===== src/rtl/core/lbm_pkg.sv =====
// Shared types, register codes and default sizes for the label boundary marker.
`default_nettype none

package lbm_pkg;

    // Default sizing handed to the top level parameters
    localparam int DEF_MAX_WIDTH  = 2048;
    localparam int DEF_MAX_HEIGHT = 2048;
    localparam int DEF_LABEL_BITS = 16;

    // Fixed field widths of the stream and configuration ports
    localparam int PIXEL_LABEL_W = 16;
    localparam int OUT_COORD_W   = 11;
    localparam int CFG_DIM_W     = 12;
    localparam int CFG_INDEX_W   = 1;

    localparam logic [CFG_DIM_W-1:0] FRAME_WIDTH_RST  = 12'd640;
    localparam logic [CFG_DIM_W-1:0] FRAME_HEIGHT_RST = 12'd480;

    typedef enum logic [CFG_INDEX_W-1:0] {
        REG_FRAME_WIDTH  = 1'b0,
        REG_FRAME_HEIGHT = 1'b1
    } lbm_cfg_reg_t;

    typedef struct packed {
        logic [PIXEL_LABEL_W-1:0] pixel_label;
        logic                     flush;
    } lbm_in_t;

    typedef struct packed {
        logic                   is_boundary;
        logic [OUT_COORD_W-1:0] out_row;
        logic [OUT_COORD_W-1:0] out_col;
        logic                   frame_end;
    } lbm_out_t;

    // Per-transaction control from the raster sequencer to the judge
    typedef struct packed {
        logic                   emit;
        logic                   judge_bank;
        logic                   has_top;
        logic                   has_bottom;
        logic                   has_left;
        logic                   has_right;
        logic                   frame_end;
        logic [OUT_COORD_W-1:0] row;
        logic [OUT_COORD_W-1:0] col;
    } lbm_ctrl_t;

endpackage

`default_nettype wire


===== src/rtl/core/lbm_raster_ctrl.sv =====
// Raster position counters, drain sequencing and line store addressing.
`default_nettype none

module lbm_raster_ctrl #(
    parameter int MAX_WIDTH  = lbm_pkg::DEF_MAX_WIDTH,
    parameter int MAX_HEIGHT = lbm_pkg::DEF_MAX_HEIGHT
) (
    input  logic                               aclk,
    input  logic                               aresetn,
    input  logic [lbm_pkg::CFG_DIM_W-1:0]      frame_width,
    input  logic [lbm_pkg::CFG_DIM_W-1:0]      frame_height,
    input  logic                               item_accept,
    input  logic                               item_flush,
    output lbm_pkg::lbm_ctrl_t                 item_ctrl,
    output logic                               advance,
    output logic                               wr_en,
    output logic                               wr_bank,
    output logic [$clog2(MAX_WIDTH)-1:0]       wr_col,
    output logic [$clog2(MAX_WIDTH)-1:0]       rd_col_a,
    output logic [$clog2(MAX_WIDTH)-1:0]       rd_col_b
);
    import lbm_pkg::*;

    localparam int COL_W = $clog2(MAX_WIDTH);
    localparam int ROW_W = (MAX_HEIGHT > 1) ? $clog2(MAX_HEIGHT) : 1;
    localparam int CW    = (COL_W + 1 > CFG_DIM_W) ? COL_W + 1 : CFG_DIM_W;
    localparam int RW    = (ROW_W + 1 > CFG_DIM_W) ? ROW_W + 1 : CFG_DIM_W;
    localparam logic [CW-1:0] W_MAX = CW'(MAX_WIDTH);
    localparam logic [RW-1:0] H_MAX = RW'(MAX_HEIGHT);

    logic [ROW_W-1:0] row_reg, row_next;
    logic [COL_W-1:0] col_reg, col_next;
    logic             draining_reg, draining_next;

    logic [CW-1:0] w_ext, w_eff, col_ext, col_inc;
    logic [RW-1:0] h_ext, h_eff, row_ext, row_inc, row_m1, row_out;
    logic          col_last, row_last, pixel_go, flush_go;

    // Clamp the frame size to 1..max
    always_comb begin
        w_ext = CW'(frame_width);
        h_ext = RW'(frame_height);
        if (w_ext == '0) begin
            w_eff = CW'(1);
        end else if (w_ext > W_MAX) begin
            w_eff = W_MAX;
        end else begin
            w_eff = w_ext;
        end
        if (h_ext == '0) begin
            h_eff = RW'(1);
        end else if (h_ext > H_MAX) begin
            h_eff = H_MAX;
        end else begin
            h_eff = h_ext;
        end
    end

    assign col_ext  = CW'(col_reg);
    assign col_inc  = col_ext + CW'(1);
    assign col_last = (col_inc >= w_eff);
    assign row_ext  = RW'(row_reg);
    assign row_inc  = row_ext + RW'(1);
    assign row_m1   = row_ext - RW'(1);
    assign row_last = (row_inc >= h_eff);
    assign row_out  = draining_reg ? row_ext : row_m1;

    // Pixels are dropped while draining, flushes are dropped otherwise
    assign pixel_go = item_accept & ~item_flush & ~draining_reg;
    assign flush_go = item_accept & item_flush & draining_reg;

    // Next state
    always_comb begin
        row_next      = row_reg;
        col_next      = col_reg;
        draining_next = draining_reg;
        if (pixel_go) begin
            if (col_last) begin
                col_next = '0;
                if (row_last) begin
                    draining_next = 1'b1;
                end else begin
                    row_next = row_inc[ROW_W-1:0];
                end
            end else begin
                col_next = col_inc[COL_W-1:0];
            end
        end else if (flush_go) begin
            if (col_last) begin
                row_next      = '0;
                col_next      = '0;
                draining_next = 1'b0;
            end else begin
                col_next = col_inc[COL_W-1:0];
            end
        end
    end

    // Outputs
    always_comb begin
        item_ctrl.emit       = (pixel_go & (row_reg != '0)) | flush_go;
        item_ctrl.judge_bank = draining_reg ? row_reg[0] : ~row_reg[0];
        item_ctrl.has_top    = draining_reg ? (row_reg != '0) : (row_ext >= RW'(2));
        item_ctrl.has_bottom = ~draining_reg;
        item_ctrl.has_left   = (col_reg != '0);
        item_ctrl.has_right  = (col_inc < w_eff);
        item_ctrl.frame_end  = draining_reg & col_last;
        item_ctrl.row        = row_out[OUT_COORD_W-1:0];
        item_ctrl.col        = col_ext[OUT_COORD_W-1:0];

        advance  = pixel_go | flush_go;
        wr_en    = pixel_go;
        wr_bank  = row_reg[0];
        wr_col   = col_reg;
        // Prefetch the center column of the next transaction and its right neighbor
        rd_col_a = col_last ? '0 : col_inc[COL_W-1:0];
        rd_col_b = rd_col_a + COL_W'(1);
    end

    always_ff @(posedge aclk) begin
        if (!aresetn) begin
            row_reg      <= '0;
            col_reg      <= '0;
            draining_reg <= 1'b0;
        end else begin
            row_reg      <= row_next;
            col_reg      <= col_next;
            draining_reg <= draining_next;
        end
    end

`ifndef ASSERT_OFF
    a_frame_wrap: assert property (@(posedge aclk) disable iff (!aresetn)
        flush_go && col_last |=> !draining_reg && row_reg == '0 && col_reg == '0)
        else $error("counters not cleared after last drained pixel");

    a_drain_start: assert property (@(posedge aclk) disable iff (!aresetn)
        pixel_go && col_last && row_last |=> draining_reg && col_reg == '0)
        else $error("drain not entered after last row");

    a_drain_col0: assert property (@(posedge aclk) disable iff (!aresetn)
        $rose(draining_reg) |-> col_reg == '0 && $past(pixel_go))
        else $error("drain started off a row end");
`endif

endmodule

`default_nettype wire


===== config.mk =====
export PLATFORM = sky130hd
export DESIGN_NAME = lbm_raster_ctrl
export DESIGN_NICKNAME = d
export VERILOG_FILES = /design/src/rtl/core/lbm_pkg.sv /design/src/rtl/core/lbm_raster_ctrl.sv
export SDC_FILE = /design/constraint.sdc
export NUM_CORES = 1
export LEC_CHECK = 0
export BUFFER_PORTS_ARGS = -buffer_cell sky130_fd_sc_hd__buf_2
export CELL_PAD_IN_SITES_DETAIL_PLACEMENT = 2
export CELL_PAD_IN_SITES_GLOBAL_PLACEMENT = 2
export CORE_MARGIN = 2
export CORE_UTILIZATION = 30
export CTS_BUF_LIST = sky130_fd_sc_hd__clkbuf_4 sky130_fd_sc_hd__clkbuf_8
export DETAILED_ROUTE_END_ITERATION = 6
export MAX_ROUTING_LAYER = met4
export PLACE_DENSITY_LB_ADDON = 0.1
export SYNTH_ARGS = -nofsm -noshare
export SYNTH_HDL_FRONTEND = slang
export SYNTH_SLANG_ARGS = --single-unit

===== constraint.sdc =====
create_clock -name aclk -period 6.7 [get_ports aclk]
set_input_delay 0.67 -clock aclk [delete_from_list [all_inputs] [get_ports aclk]]
set_output_delay 0.67 -clock aclk [all_outputs]
set_load 0.02 [all_outputs]

==> run summary <==
The height of the die was 98.87 um. After detailed routing, the number of remaining DRC violations is 0. The worst setup path is of the reg -> out kind. For the post-synthesis cell count, the log shows 376. The number of failing setup endpoints in the final timing report was 0. The fraction of post-synthesis cell area in the top cell type by area is 0.1705. The largest individual stage delay along the critical path comes from the cell sky130_fd_sc_hd__dfxtp_1. Summed over all layers, the global routing overflow is 0. For the effective utilization at floorplan, the log shows 0.3096. Yosys printed 0 warnings. By area the synthesized netlist is led by sky130_fd_sc_hd__dfxtp_1 17%, sky130_fd_sc_hd__ha_1 14%, sky130_fd_sc_hd__nand2_1 9.0%.

The area growth from synthesis to layout is 18.21%, and the overall track demand over capacity in global routing is 0.2054. After clock tree synthesis, the clock-pin slew on the worst setup and hold paths is 0.09 ns. The count of buffering cells on the critical path with inverters included is 2. End of the worst register-to-register path: row_reg[2]$_SDFFE_PN0P_. Cell chosen for the clock root: sky130_fd_sc_hd__clkbuf_8. Tracing the worst setup path back leads to its startpoint at wr_col[0]$_SDFFE_PN0P_.

The worst hold path passes through 2 cells. The signal on the critical path passes through ha_1, nand2_1, or2_1, or3_1, xnor2_2, ha_1, nand2_1, o21ai_1, nor2b_1, a21o_1, nand2_1, inv_1, ha_1, nand3_1, nor3_1, xnor2_1, nor2_1, buf_2. The worst setup path is launched from a flop. The diode insertion count for antenna repair is 0, and the share of final-layout standard cells stronger than drive strength 1 is 0.2477.

The tools report the max-slew violation count as 0. The run gives 1.592 nW as the leakage power. Of all cell types, the one taking the most synthesized area is sky130_fd_sc_hd__dfxtp_1. The post-CTS repair timing setup buffer count is 0. The flop and latch count out of synthesis is 23. The most frequent standard cell in the layout excluding fill and tap cells was sky130_fd_sc_hd__buf_2.

The total power of the final layout was 310.4 uW. The post-synthesis cell type count came out at 55. Among all flip-flop cells after synthesis, the most frequent one is sky130_fd_sc_hd__dfxtp_1. The clock net sink count is 23, and the width of the chip is 98.87 um.

The mean instance size in the synthesized netlist is 7.181 um2. Setup repair after global routing left no endpoint under its margin. The worst hold path begins at row_reg[10]$_SDFFE_PN0P_. For this design the ratio of total power to cell area is 97.25 nW/um2.

The number of instances resized during post-cts repair was 0. The total half-perimeter wirelength after legalization and detailed placement was 7.996 mm; the depth of the worst register-to-register path was 12. The run gives 192.2 MHz as the highest clock frequency the design can meet.

The worst setup path is captured at an output port. The floorplan has 34 rows. The total area of multi-input combinational cells came out at 1988 um2.

The core outline area came out at 8721 um2. The worst max-slew margin expressed relative to the limit came out at 0.5510. The slew at the pin with the worst max-slew slack works out to 0.6710 ns. The path with the worst hold slack has its endpoint at row_reg[10]$_SDFFE_PN0P_. After detailed routing, the average wire length per cell comes to 17.59 um.

The tools report the via total after detailed routing as 2900. The run gives 6.03 ns as the worst path required time. Counting the fill cells in the layout gives 1087.

Level count of the clock H-tree: 1. The share of the cycle needed by the critical path after routing is 0.7767, and the synthesized netlist net count is 434. For the worst-skew pair, the clock arrives at the later sink with an insertion delay of 0.27 ns. In this run, post-CTS hold repair placed 0 buffers. The shortest clock period the worst path allows after layout is 5.204 ns. The path type of the worst min-delay path is reg -> reg. The max-cap check violation count was 0.

The async set or reset register ratio after synthesis came out at 0. The run gives 9.709 mm as the final routed wirelength across all metal layers. Yosys mapped a number of flops with a built-in enable equal to 0. The run gives 23 as the largest net degree at the start of global routing. After the first detailed-routing iteration, the DRC count stood at 47. The run gives 0.5715 ns as the tightest hold margin. The number of global-route vias before repair is 3112.

The logs give 4.53 ns for the arrival time of data at the critical path endpoint and 0 for the number of antenna-violating nets in the routed design. On the critical path the largest part of the delay comes from simple AND/OR/NAND/NOR gates. The library cells used most frequently in the layout, excluding fill and tap cells, are 92 x sky130_fd_sc_hd__buf_2, 65 x sky130_fd_sc_hd__nand2_1, 34 x sky130_fd_sc_hd__nor2_1, 30 x sky130_fd_sc_hd__ha_1, 23 x sky130_fd_sc_hd__dfxtp_1. In the final layout, flip-flops and latches occupy 460.4 um2. At the end of routability-driven placement, the weighted congestion stood at 0.8115. The largest stage delay on the critical path works out to 0.49 ns.

The run finished with clean final reports. The routed via count divided by cell count was 5.254; the CTS buffer count was 3. The tools report the I/O pin count as 93. The worst register-to-register path begins at wr_col[0]$_SDFFE_PN0P_. The fraction of the yosys area taken by sequential cells is 0.1705. TritonCTS built the clock tree.

For this run, the post-layout net count is 503. The tools report the largest voltage drop on the vdd net as 0.05672 mV. The first global-routing pass estimated 16.01 mm of wire. The cell area that synthesis handed to floorplanning was 2700 um2. The total die area was 9775 um2; the worst setup timing slack at the placement stage was 1.804 ns.

The tools report the number of antenna violations at the first check in global routing as 0. Highest net fanout along the worst path: 8. The count of buffers added on input and output ports is 92. The first-pass detailed-route iteration total is 3.

The number of hold-slack violations in the final timing report was 0; the clock tree skew after final layout was 0.009332 ns. Setup slack closes at 1.496 ns. The maximum root-to-sink buffer count came out at 2.

The aggregate negative setup slack is 0 ns. Across all register-to-register paths, the minimum setup slack is 2.83 ns.
worst register-to-register path: cells and delay by family (launching register included):
| kind | cells | cell delay [ns] |
|---|---|---|
| compound gates | 4 | 1.45 |
| simple gates | 5 | 1.01 |
| xor+xnor | 1 | 0.19 |
| fa+ha+maj | 2 | 0.63 |
| flops | 1 | 0.49 |
cell usage after synthesis, drive strengths merged, types with 4 or more instances:
library cell	count
a211oi	4
a21oi	12
a221o	5
a31oi	4
and2	4
and3	7
buf	16
clkbuf	15
dfxtp	23
ha	30
inv	21
mux2i	7
nand2	65
nand3	22
nand4	5
nor2	36
nor2b	4
nor3	6
nor4	12
o21ai	9
o32ai	4
xnor2	22
xor2	11
per-stage QoR:
step	util	area, um2	std cells
2_1_floorplan	-	2700	376
3_3_place_gp	0.3607	3146	548
3_5_place_dp	0.3607	3146	548
4_1_cts	0.3660	3192	552
5_1_grt	0.3660	3192	552
6_report	0.3660	3192	552
cell type report:
type | count | area share
multi-input combinational | 301 | 0.6229
timing repair buffer | 95 | 0.1513
clock inverter | 1 | 0.001568
inverter | 21 | 0.02470
clock buffer | 3 | 0.01294
sequential | 23 | 0.1443
tap | 108 | 0.04234
how the worst max path moves through the flow:
stage / end / depth (start not counted) / slack, ns
global route: rd_col_b[6] / 18 / 1.15
detailed placement: rd_col_b[6] / 18 / 1.80
floorplan: rd_col_b[6] / 17 / 1.98
global placement: rd_col_b[6] / 18 / 2.01
finish: rd_col_b[6] / 18 / 1.50
CTS: rd_col_b[6] / 18 / 1.46
power by group:
part	internal (mW)	switching [mW]	leakage, nW
clock network	0.0415	0.0474	0.0255
registers	0.138	0.00273	0.185
logic	0.0282	0.0529	1.38
per-layer routing:
metal | wire [um] | vias up | track usage
met3 | 204 | 8 | 0.01418
li1 | - | 1437 | -
met1 | 4043 | 1408 | 0.2328
met2 | 5382 | 47 | 0.3992
met5 | 0 | - | -
met4 | 79 | 0 | 0.02950
kinds of logic after synthesis:
| family | after synthesis | synth area share |
|---|---|---|
| buffers and inverters | 52 | 0.09314 |
| adder cells (fa/ha/maj) | 30 | 0.1390 |
| AO/OA/AOI/OAI | 52 | 0.1321 |
| AND/OR/NAND/NOR | 178 | 0.3253 |
| multiplexers | 8 | 0.03012 |
| flip-flops | 23 | 0.1705 |
| XOR/XNOR | 33 | 0.1098 |
No activity file was read; power rests on OpenSTA's default activity.
