### src/rtl/core/lbm_pkg.sv
// Shared types, register codes and default sizes for the label boundary marker.
`default_nettype none

package lbm_pkg;

    // Default sizing handed to the top level parameters
    localparam int DEF_MAX_WIDTH  = 2048;
    localparam int DEF_MAX_HEIGHT = 2048;
    localparam int DEF_LABEL_BITS = 16;

    // Fixed field widths of the stream and configuration ports
    localparam int PIXEL_LABEL_W = 16;
    localparam int OUT_COORD_W   = 11;
    localparam int CFG_DIM_W     = 12;
    localparam int CFG_INDEX_W   = 1;

    localparam logic [CFG_DIM_W-1:0] FRAME_WIDTH_RST  = 12'd640;
    localparam logic [CFG_DIM_W-1:0] FRAME_HEIGHT_RST = 12'd480;

    typedef enum logic [CFG_INDEX_W-1:0] {
        REG_FRAME_WIDTH  = 1'b0,
        REG_FRAME_HEIGHT = 1'b1
    } lbm_cfg_reg_t;

    typedef struct packed {
        logic [PIXEL_LABEL_W-1:0] pixel_label;
        logic                     flush;
    } lbm_in_t;

    typedef struct packed {
        logic                   is_boundary;
        logic [OUT_COORD_W-1:0] out_row;
        logic [OUT_COORD_W-1:0] out_col;
        logic                   frame_end;
    } lbm_out_t;

    // Per-transaction control from the raster sequencer to the judge
    typedef struct packed {
        logic                   emit;
        logic                   judge_bank;
        logic                   has_top;
        logic                   has_bottom;
        logic                   has_left;
        logic                   has_right;
        logic                   frame_end;
        logic [OUT_COORD_W-1:0] row;
        logic [OUT_COORD_W-1:0] col;
    } lbm_ctrl_t;

endpackage

`default_nettype wire

### src/rtl/core/lbm_judge.sv
// Neighbor window and four-neighbor boundary compare.
`default_nettype none

module lbm_judge #(
    parameter int DATA_W = lbm_pkg::DEF_LABEL_BITS
) (
    input  logic                   aclk,
    input  logic                   advance,
    input  lbm_pkg::lbm_ctrl_t     item_ctrl,
    input  logic [DATA_W-1:0]      bottom_label,
    input  logic [1:0][DATA_W-1:0] rd_data_a,
    input  logic [1:0][DATA_W-1:0] rd_data_b,
    output logic                   is_boundary
);
    import lbm_pkg::*;

    logic [DATA_W-1:0] left_reg;
    logic [DATA_W-1:0] center, top, right;
    logic              top_bank;

    assign top_bank = ~item_ctrl.judge_bank;
    assign center   = rd_data_a[item_ctrl.judge_bank];
    assign top      = rd_data_a[top_bank];
    assign right    = rd_data_b[item_ctrl.judge_bank];

    always_comb begin
        is_boundary = (item_ctrl.has_top    && (top          != center)) ||
                      (item_ctrl.has_bottom && (bottom_label != center)) ||
                      (item_ctrl.has_left   && (left_reg     != center)) ||
                      (item_ctrl.has_right  && (right        != center));
    end

    // Shift the center into the left slot for the next column
    always_ff @(posedge aclk) begin
        if (advance) begin
            left_reg <= center;
        end
    end

endmodule

`default_nettype wire

### config.mk
export PLATFORM = sky130hd
export DESIGN_NAME = lbm_judge
export DESIGN_NICKNAME = d
export VERILOG_FILES = /design/src/rtl/core/lbm_pkg.sv /design/src/rtl/core/lbm_judge.sv
export SDC_FILE = /design/constraint.sdc
export NUM_CORES = 1
export LEC_CHECK = 0
export BUFFER_PORTS_ARGS = -buffer_cell sky130_fd_sc_hd__clkbuf_2
export CORE_UTILIZATION = 38
export CTS_CLUSTER_SIZE = 24
export DETAILED_ROUTE_END_ITERATION = 12
export GPL_TIMING_DRIVEN = 0
export PLACE_DENSITY = 0.81
export SETUP_SLACK_MARGIN = 0.02
export SLEW_MARGIN = 10
export SYNTH_ARGS = -nofsm -noshare
export SYNTH_HDL_FRONTEND = slang
export SYNTH_SLANG_ARGS = --single-unit
### constraint.sdc
create_clock -name aclk -period 1.4 [get_ports aclk]
set_clock_uncertainty 0.2 [all_clocks]
set_input_delay 0.07 -clock aclk [delete_from_list [all_inputs] [get_ports aclk]]
set_output_delay 0.07 -clock aclk [all_outputs]
set_load 0.03 [all_outputs]
==> results.md, run 1 <==
* Run status: complete, but fails checks
* Violated checks: negative setup slack
* Maximum fanout along the worst path at 1
* Fin area at about 2300 µm²
* RSZ-0062 raised after global routing: yes
* Placer congestion estimate at 0.789
* Synth Area in XOR/XNOR at 41.7%
* CTS buffer count at 3
* Startpoint Class: register
* Post-Synth Simple-Gate Area at about a tenth
* First-pass GRT wire length at 6480 µm
* Initial core utilization at 40.9%
* Yosys warning count at 0
* Number of global-route vias before repair at 1446
* Slew headroom at a little under 70%
* Final worst slack at -604 ps
* Routed vias at between 1000 and 1500
* Final slew viol count at 0
* Remaining Overflow, GRT at 0
* Post-route setup TNS at -604 ps
* CP Capture Type: output port
* Syn nets at 271
* Vias per inst at between 4 and 5
* P per Cell Area at a little under 700 nW/µm²
* Die H at between 60 and 70 µm
* Final Setup Violations at 1
* First-pass DRT Iterations at 4
* Synth Area in Adders at 0%
* Layout cell share with drive strength beyond 1 at a little over two fifths
* Max Buffers Root-to-Sink at 2
* CTS sink count at 16
* Hpwl dp at 3840 µm
* Synthesized area at 1680 µm²
* Hold Crit Class: in -> reg
* Crit path arrival time at 1730 ps
* Core Box Area at 4120 µm²
* Antenna Violating Nets Remaining at 0
* Post-synthesis cell type count at 15
* # port buffers at 86
* DRT Wirelength at 4490 µm
* Total Nets Final at 366
* Max_cap viols at 0
* Switch Pwr at 475 µW
* Area of the die at approximately 4700 µm²
* Critical Path Max Stage Delay at about 380 ps
* Synth Area in Compound Gates at less than 1%
* Synth Register Bits at 16
* Worst hold margin at 18.9 ps
* Synthesized netlist cell count at 160
* Internal at 1110 µW
* Combinational power share at slightly above 40%
* Initial antenna violation count at 0
* Tot Pwr at 1580 µW
* Worst Setup EP: is_boundary
* Commonest non-fill, non-tap cells in the layout: 85 x clkbuf_2, 48 x xnor2_1, 32 x xor2_1
* Cell Rows at 23
* Initial drt markers at between 60 and 70
* Sequential area share after synthesis at 28.6%
* Reg clk slew, reported paths at ~60 ps
* Worst path slowest cell: edfxtp_1
* VDD IR max at 0.572 mV
* CP required at 1130 ps
* Tmin final at 2000 ps
* Final period util at 143%
* Mean Syn Cell Area at 10.5 µm²
* Sw frac at a little under a third
* Clock Tree Root: clkbuf_8
* WS Path Type: reg -> out
* Commonest non-fill, non-tap cell in the layout: clkbuf_2
* # diodes at 0
* Largest register FFs at 16
* Fmax at 0.499 GHz
* Wire per inst at 14.8 µm
* CP Cell Sequence: xnor2_1 -> nor4_1 -> nand4_1 -> a22oi_2 -> nand3_2 -> clkbuf_8
* Placed Area at 2200 µm²
* Multiplexer share of the synthesized area at roughly 13%
* CTS HTree Levels at 1
* Slew @ Worst Pin at 458 ps
* Reg power frac at 37.9%
* Final hold violation count at 0
* DIE WIDTH at slightly below 70 µm
* Remaining DRCs at 0
* Largest net degree at the start of global routing at 17
* Syn-to-layout area delta at 39.1%
* Hold Buf Count CTS at 0
* CP startpoint: left_reg[14]
* Clock power share at 21.7%
* Main combinational cell family by area after synthesis: XOR/XNOR gates
* # IOs at 112
* Gr usage total at 19.4%
* CTS tree: done
* Leak at approximately 0.0010 µW
[layout make-up]
class | count | area (µm²)
buffer | 2 | 47.5
clock buffer | 3 | 41.3
clock inverter | 1 | 3.75
fill | 377 | 1780
inverter | 16 | 60.1
multi-input combinational | 126 | 1170
sequential | 16 | 480
tap | 50 | 62.6
timing repair buffer | 90 | 469
[power by group through the flow]
stage                     sequential (µW)  combinational [µW]  clock (µW)
after floorplan                       606                 345           0
after global placement                606                 582           0
after detailed placement              610                 597           0
after CTS                             600                 613         349
after global routing                  603                 695         374
final                                 600                 639         344
[metal layers]
layer / vias up / GRT usage (%) / part of all wire (%)
li1: 739 / - / -
met1: 681 / 23.3 / 42
met2: 63 / 36.8 / 50
met3: 2 / 2.47 / 7.2
met4: 0 / 3.13 / 0.36
met5: - / 0 / 0
[Yosys cell counts (all sizes together)]
library cell | number | area [µm²]
mux2i | 16 | 225
xor2 | 32 | 280
a22oi | 1 | 7.51
inv | 16 | 60.1
xnor2 | 48 | 420
edfxtp | 16 | 480
nand3 | 1 | 5.00
nor4 | 17 | 106
o211ai | 1 | 7.51
buf | 2 | 31.3
nand2 | 2 | 7.51
nand4 | 8 | 50.1
[how the worst min path moves through the flow]
| stage | start | to | slack, ps | cells after the start |
|---|---|---|---|---|
| floorplan | advance | left_reg[0] | -20 | 0 |
| global placement | rd_data_a[15] | left_reg[15] | 260 | 3 |
| detailed placement | rd_data_a[26] | left_reg[10] | 270 | 3 |
| CTS | rd_data_a[26] | left_reg[10] | 20 | 3 |
| global route | rd_data_a[31] | left_reg[15] | 30 | 3 |
| finish | rd_data_a[15] | left_reg[15] | 20 | 3 |
[cells by family (layout without fill, tap and decap cells)]
kind of cell,after synthesis,in the layout
XOR/XNOR,80,80
AND/OR/NAND/NOR,28,28
buffers and inverters,18,112
multiplexers,16,16
flip-flops,16,16
AO/OA/AOI/OAI,2,2
[critical path, delay by kind of cell, from the launching register on]
family,cells,cell delay (ps)
simple gates,3,620
flops,1,380
buf+inv,1,180
compound gates,1,170
xor+xnor,1,140
[through the flow]
step / std cells / utilization [%] / setup slack [ps]
5_1_grt: 304 / 56.8 / -680
3_5_place_dp: 296 / 53.4 / -676
6_report: 304 / 56.8 / -604
2_1_floorplan: 160 / - / -270
3_3_place_gp: 296 / 53.4 / -657
4_1_cts: 301 / 55.4 / -591
[repair_timing]
action                                  4_1_cts  5_1_grt
pin swaps                                     6        2
gates resized for setup                       5        7
setup buffers                                 1        3
endpoints found under the setup margin        1        1
No activity file was read; power rests on OpenSTA's default activity.
==> run 2, diff against run 1 <==
==> constraint.sdc (replaced) <==
create_clock -name aclk -period 1.4 [get_ports aclk]
set_clock_uncertainty 0.2 [all_clocks]
set_input_delay 0.14 -clock aclk [delete_from_list [all_inputs] [get_ports aclk]]
set_output_delay 0.14 -clock aclk [all_outputs]
set_load 0.03 [all_outputs]
==> run 2 against run 1 <==
The flow still finishes with violations (negative setup slack). Total power rose by 3.8%. Clock-buffer cell count did not move. Sequential share of layout area is 1.3 points lower. Flip-flop and latch count unchanged. Final cell count up 2.0%. Largest cell class unchanged. Largest power group unchanged. Highest routed layer unchanged.
==> results.md, run 2 (synthesis gave the netlist of run 1 again) <==
* Run status: complete, but fails checks
* Violated checks: negative setup slack
* Final period util at 149%
* First-pass DRT Iterations at 4
* Die H at approximately 70 µm
* CTS tree: done
* Commonest non-fill, non-tap cell in the layout: clkbuf_2
* Hpwl dp at 3840 µm
* Internal at 1150 µW
* # diodes at 0
* Cell Rows at 23
* Initial antenna violation count at 0
* First-pass GRT wire length at 6760 µm
* Fmax at 0.480 GHz
* Fin area at 2500 µm²
* Core Box Area at about 4100 µm²
* Syn-to-layout area delta at 48.5%
* CP Capture Type: output port
* Final hold violation count at 0
* Switch Pwr at between 400 and 500 µW
* Largest register FFs at 16
* Placed Area at 2200 µm²
* Gr usage total at 20.3%
* Remaining Overflow, GRT at 0
* Initial core utilization at 40.9%
* Multi-input combinational cell area at 1240 µm²
* Buf/Inv on CP at 5
* Post-layout utilization of the core at between 60% and 70%
* RSZ-0062 raised after global routing: yes
* Combinational power share at 42.6%
* Reg power frac at 36.6%
* M3 GR Usage at 2.96%
* Met2 usage at approximately 38%
* Startpoint Class: primary input
* Commonest non-fill, non-tap cells in the layout: 85 x clkbuf_2, 47 x xnor2_1, 32 x xor2_1
* Wire per inst at between 10 and 15 µm
* Total Nets Final at 372
* Placer congestion estimate at about 0.79
* DIE WIDTH at between 60 and 70 µm
* CTS buffer count at 3
* Initial drt markers at 48
* Top Usage Layer GRT: met2
* Max_cap viols at 0
* CTS HTree Levels at 1
* Area of the die at 4690 µm²
* Tot Pwr at between 1500 and 2000 µW
* Clock Tree Root: clkbuf_8
* Vias per inst at roughly 5
* Remaining DRCs at 0
* Tmin final at 2090 ps
* Final worst slack at -685 ps
* Worst path slowest cell: nor4_1
* CP required at 1060 ps
* P per Cell Area at 658 nW/µm²
* Max Buffers Root-to-Sink at 2
* CTS sink count at 16
* Routed vias at between 1500 and 2000
* Critical Path Max Stage Delay at around 240 ps
* Maximum fanout along the worst path at 6
* CP Cell Sequence: buf_12 -> buf_12 -> buf_8 -> mux2i_4 -> buf_4 -> xnor2_1 -> nor4_1 -> nand4_1 -> nand2_1 -> nand3_2 -> buf_8
* Layout cell share with drive strength beyond 1 at a little under half
* Crit path arrival time at about 1800 ps
* Largest net degree at the start of global routing at 17
* Clock power share at 20.8%
* Register area at 480 µm²
* Antenna Violating Nets Remaining at 0
* M1 GR Usage at approximately a quarter
* WS Path Type: in -> out
* Slew headroom at 71.0%
* # IOs at 112
* Slew @ Worst Pin at 422 ps
* Hold Buf Count CTS at 0
* VDD IR max at 0.567 mV
* Final slew viol count at 0
* Final Setup Violations at 1
* Number of global-route vias before repair at ~1500
* DRT Wirelength at 4650 µm
* # port buffers at 86
* Hold Crit Class: in -> reg
* Leak at 0.00106 µW
* CP top delay family: buffers and inverters
* Sw frac at 30.1%
* Fillers at 365
* Reg clk slew, reported paths at 60 ps
run 2: power by group through the flow:
stage	clock [µW]	combinational, µW	sequential (µW)
3_5_place_dp	0	597	610
3_3_place_gp	0	582	606
2_1_floorplan	0	345	606
5_1_grt	374	760	604
4_1_cts	349	674	600
6_report	342	700	601
run 2: worst paths after layout:
check | start | to | slack, ps | cells after the start
max | item_ctrl[27] | is_boundary | -690 | 11
min | item_ctrl[27] | left_reg[13] | 80 | 3
run 2: through the flow:
stage	setup TNS, ps	worst slack (ps)	instances	hold WS [ps]
floorplan	-410	-410	160	52.5
global placement	-797	-797	296	332
detailed placement	-816	-816	296	341
CTS	-702	-702	309	90.1
global route	-772	-772	310	98.4
finish	-685	-685	310	83.3
run 2: area by class of cell:
| class | instances | share of cell area (%) |
|---|---|---|
| Multi-Input combinational cell | 126 | 49.8 |
| Timing Repair Buffer | 96 | 22.6 |
| Sequential cell | 16 | 19.2 |
| Tap cell | 50 | 2.51 |
| Inverter | 16 | 2.40 |
| Clock buffer | 3 | 1.65 |
| Buffer | 2 | 1.60 |
| Clock inverter | 1 | 0.150 |
run 2: metal layers:
metal / wire length [µm] / up-vias
met5: 0 / -
met4: 63 / 0
met3: 428 / 6
met2: 2390 / 75
met1: 1770 / 709
li1: - / 751
run 2: timing repair:
action,CTS,global route
pin swaps,6,4
cloned,1,0
buffers inserted,8,1
setup endpoints to repair,1,1
gates resized for setup,16,9
==> run 3, diff against run 2 <==
--- a/config.mk
+++ b/config.mk
@@ -10,7 +10,7 @@
 export CTS_CLUSTER_SIZE = 24
 export DETAILED_ROUTE_END_ITERATION = 12
 export GPL_TIMING_DRIVEN = 0
-export PLACE_DENSITY = 0.81
+export PLACE_DENSITY_LB_ADDON = 0.08
 export SETUP_SLACK_MARGIN = 0.02
 export SLEW_MARGIN = 10
 export SYNTH_ARGS = -nofsm -noshare
==> run 3 against run 2 <==
Via count shrank 6.2%. Sequential power down 0.7%. Total power is 3.7% lower. Clock power down 2%. The flow still finishes with violations (negative setup slack). Sequential share of layout area up 0.93 points. Critical path depth down 5. Setup slack better by 73 ps.
==> results.md, run 3 (synthesis gave the netlist of run 1 again) <==
* Final Setup Violations at 1
* Crit path arrival time at between 1500 and 2000 ps
* DIE WIDTH at ~69 µm
* CTS sink count at 16
* Violated checks: negative setup slack
* # diodes at 0
* Layout cell share with drive strength beyond 1 at 45.1%
* Remaining Overflow, GRT at 0
* # port buffers at 86
* WS Path Type: reg -> out
* Hold Crit Class: in -> reg
* First-pass GRT wire length at 5750 µm
* Core Box Area at 4120 µm²
* Commonest non-fill, non-tap cell in the layout: clkbuf_2
* Slew @ Worst Pin at 404 ps
* Run status: complete, but fails checks
* CP required at 1060 ps
* CP startpoint: left_reg[2]
* Die H at a little under 70 µm
* Antenna Violating Nets Remaining at 0
* Commonest non-fill, non-tap cells in the layout: 85 x clkbuf_2, 48 x xnor2_1, 32 x xor2_1
* Vias per inst at 4.77
* Syn-to-layout area delta at 41.7%
* Area of the die at 4690 µm²
* DP Cell Count at slightly below 300
* Fmax at between 0.4 and 0.5 GHz
* Buf/Inv on CP at 1
* CP top delay family: simple AND/OR/NAND/NOR gates
* Worst Setup EP: is_boundary
* Tmin final at between 2000 and 2500 ps
* DRT Wirelength at 4220 µm
* Final worst slack at -612 ps
* Startpoint Class: register
* Post-route setup TNS at -612 ps
* Initial core utilization at between 40% and 50%
* RSZ-0062 raised after global routing: yes
* First-pass DRT Iterations at 3
* Worst hold margin at 91.1 ps
* Routed vias at approximately 1400
* Layout Cells excl Fill at 303
* Final period util at 144%
* Worst path slowest cell: edfxtp_1
* Hold Buf Count CTS at 0
* Max Buffers Root-to-Sink at 2
* CTS buffer count at 3
* Max_cap viols at 0
* Number of global-route vias before repair at 1283
* Gr usage total at 17.5%
* Remaining DRCs at 0
* CP Capture Type: output port
* Critical Path Max Stage Delay at about 380 ps
* CP Cell Sequence: xnor2_1 -> nor4_2 -> nand4_1 -> a22oi_2 -> nand3_2 -> clkbuf_8
* Initial drt markers at 28
* Clock Tree Root: clkbuf_8
* Pre-CTS WS at -845 ps
* Hpwl dp at 3680 µm
* Maximum fanout along the worst path at 1
* Final hold violation count at 0
* CTS HTree Levels at 1
* Cell Rows at 23
* Largest register FFs at 16
* P per Cell Area at approximately 660 nW/µm²
* Slew headroom at 72.8%
* # IOs at around 110
* CTS tree: done
* Total Nets Final at 365
* Post-layout utilization of the core at 57.9%
* Wire per inst at 13.9 µm
* Final slew viol count at 0
* Reg clk slew, reported paths at 60 ps
* Worst path depth at 6
* Placer congestion estimate at 0.740
* VDD IR max at slightly above 0.6 mV
* Initial antenna violation count at 0
* Leak at 0.00101 µW
* Largest net degree at the start of global routing at 17
run 3: cell count changes in the layout (fill, tap and decap cells not counted), sizes merged:
cell	previous run	this run
buf	12	4
bufbuf	1	0
clkbuf	88	90
run 3: worst min path at each step:
stage	from	endpoint	slack, ps	cells past startpoint
after floorplan	advance	left_reg[0]	50	0
after global placement	rd_data_a[10]	left_reg[10]	340	3
after detailed placement	rd_data_a[10]	left_reg[10]	350	3
after CTS	rd_data_a[0]	left_reg[0]	80	3
after global routing	rd_data_a[7]	left_reg[7]	100	3
final	rd_data_a[15]	left_reg[15]	90	3
run 3: metal layers:
layer,routed length [µm],GRT usage (%)
met1,1870,21.8
met3,239,1.64
met5,0,0
met2,2070,31.4
met4,36,5.47
run 3: through the flow:
stage | power (µW) | instance area [µm²]
after floorplan | 951 | 1700
after global placement | 1200 | 2200
after detailed placement | 1200 | 2200
after CTS | 1560 | 2280
after global routing | 1670 | 2380
final | 1580 | 2380
run 3: power by group:
group          leakage [µW]  internal (µW)  switching [µW]  total (µW)
Sequential         0.000157            581            16.9         597
Clock             0.0000231            194             142         336
Combinational      0.000829            342             306         648
Total               0.00101           1120             465        1580
run 3: cell type report:
cell class / instances / area (µm²)
Tap cell: 50 / 62.6
Inverter: 16 / 60.1
Clock buffer: 3 / 41.3
Sequential cell: 16 / 480
Fill cell: 387 / 1730
Multi-Input combinational cell: 126 / 1200
Buffer: 2 / 55.1
Timing Repair Buffer: 89 / 479
Clock inverter: 1 / 3.75
run 3: timing repair:
| action | 4_1_cts | 5_1_grt |
|---|---|---|
| buffers inserted | 0 | 2 |
| setup endpoints to repair | 1 | 1 |
| cloned | 0 | 1 |
| pin swaps | 5 | 2 |
| gates resized for setup | 8 | 10 |
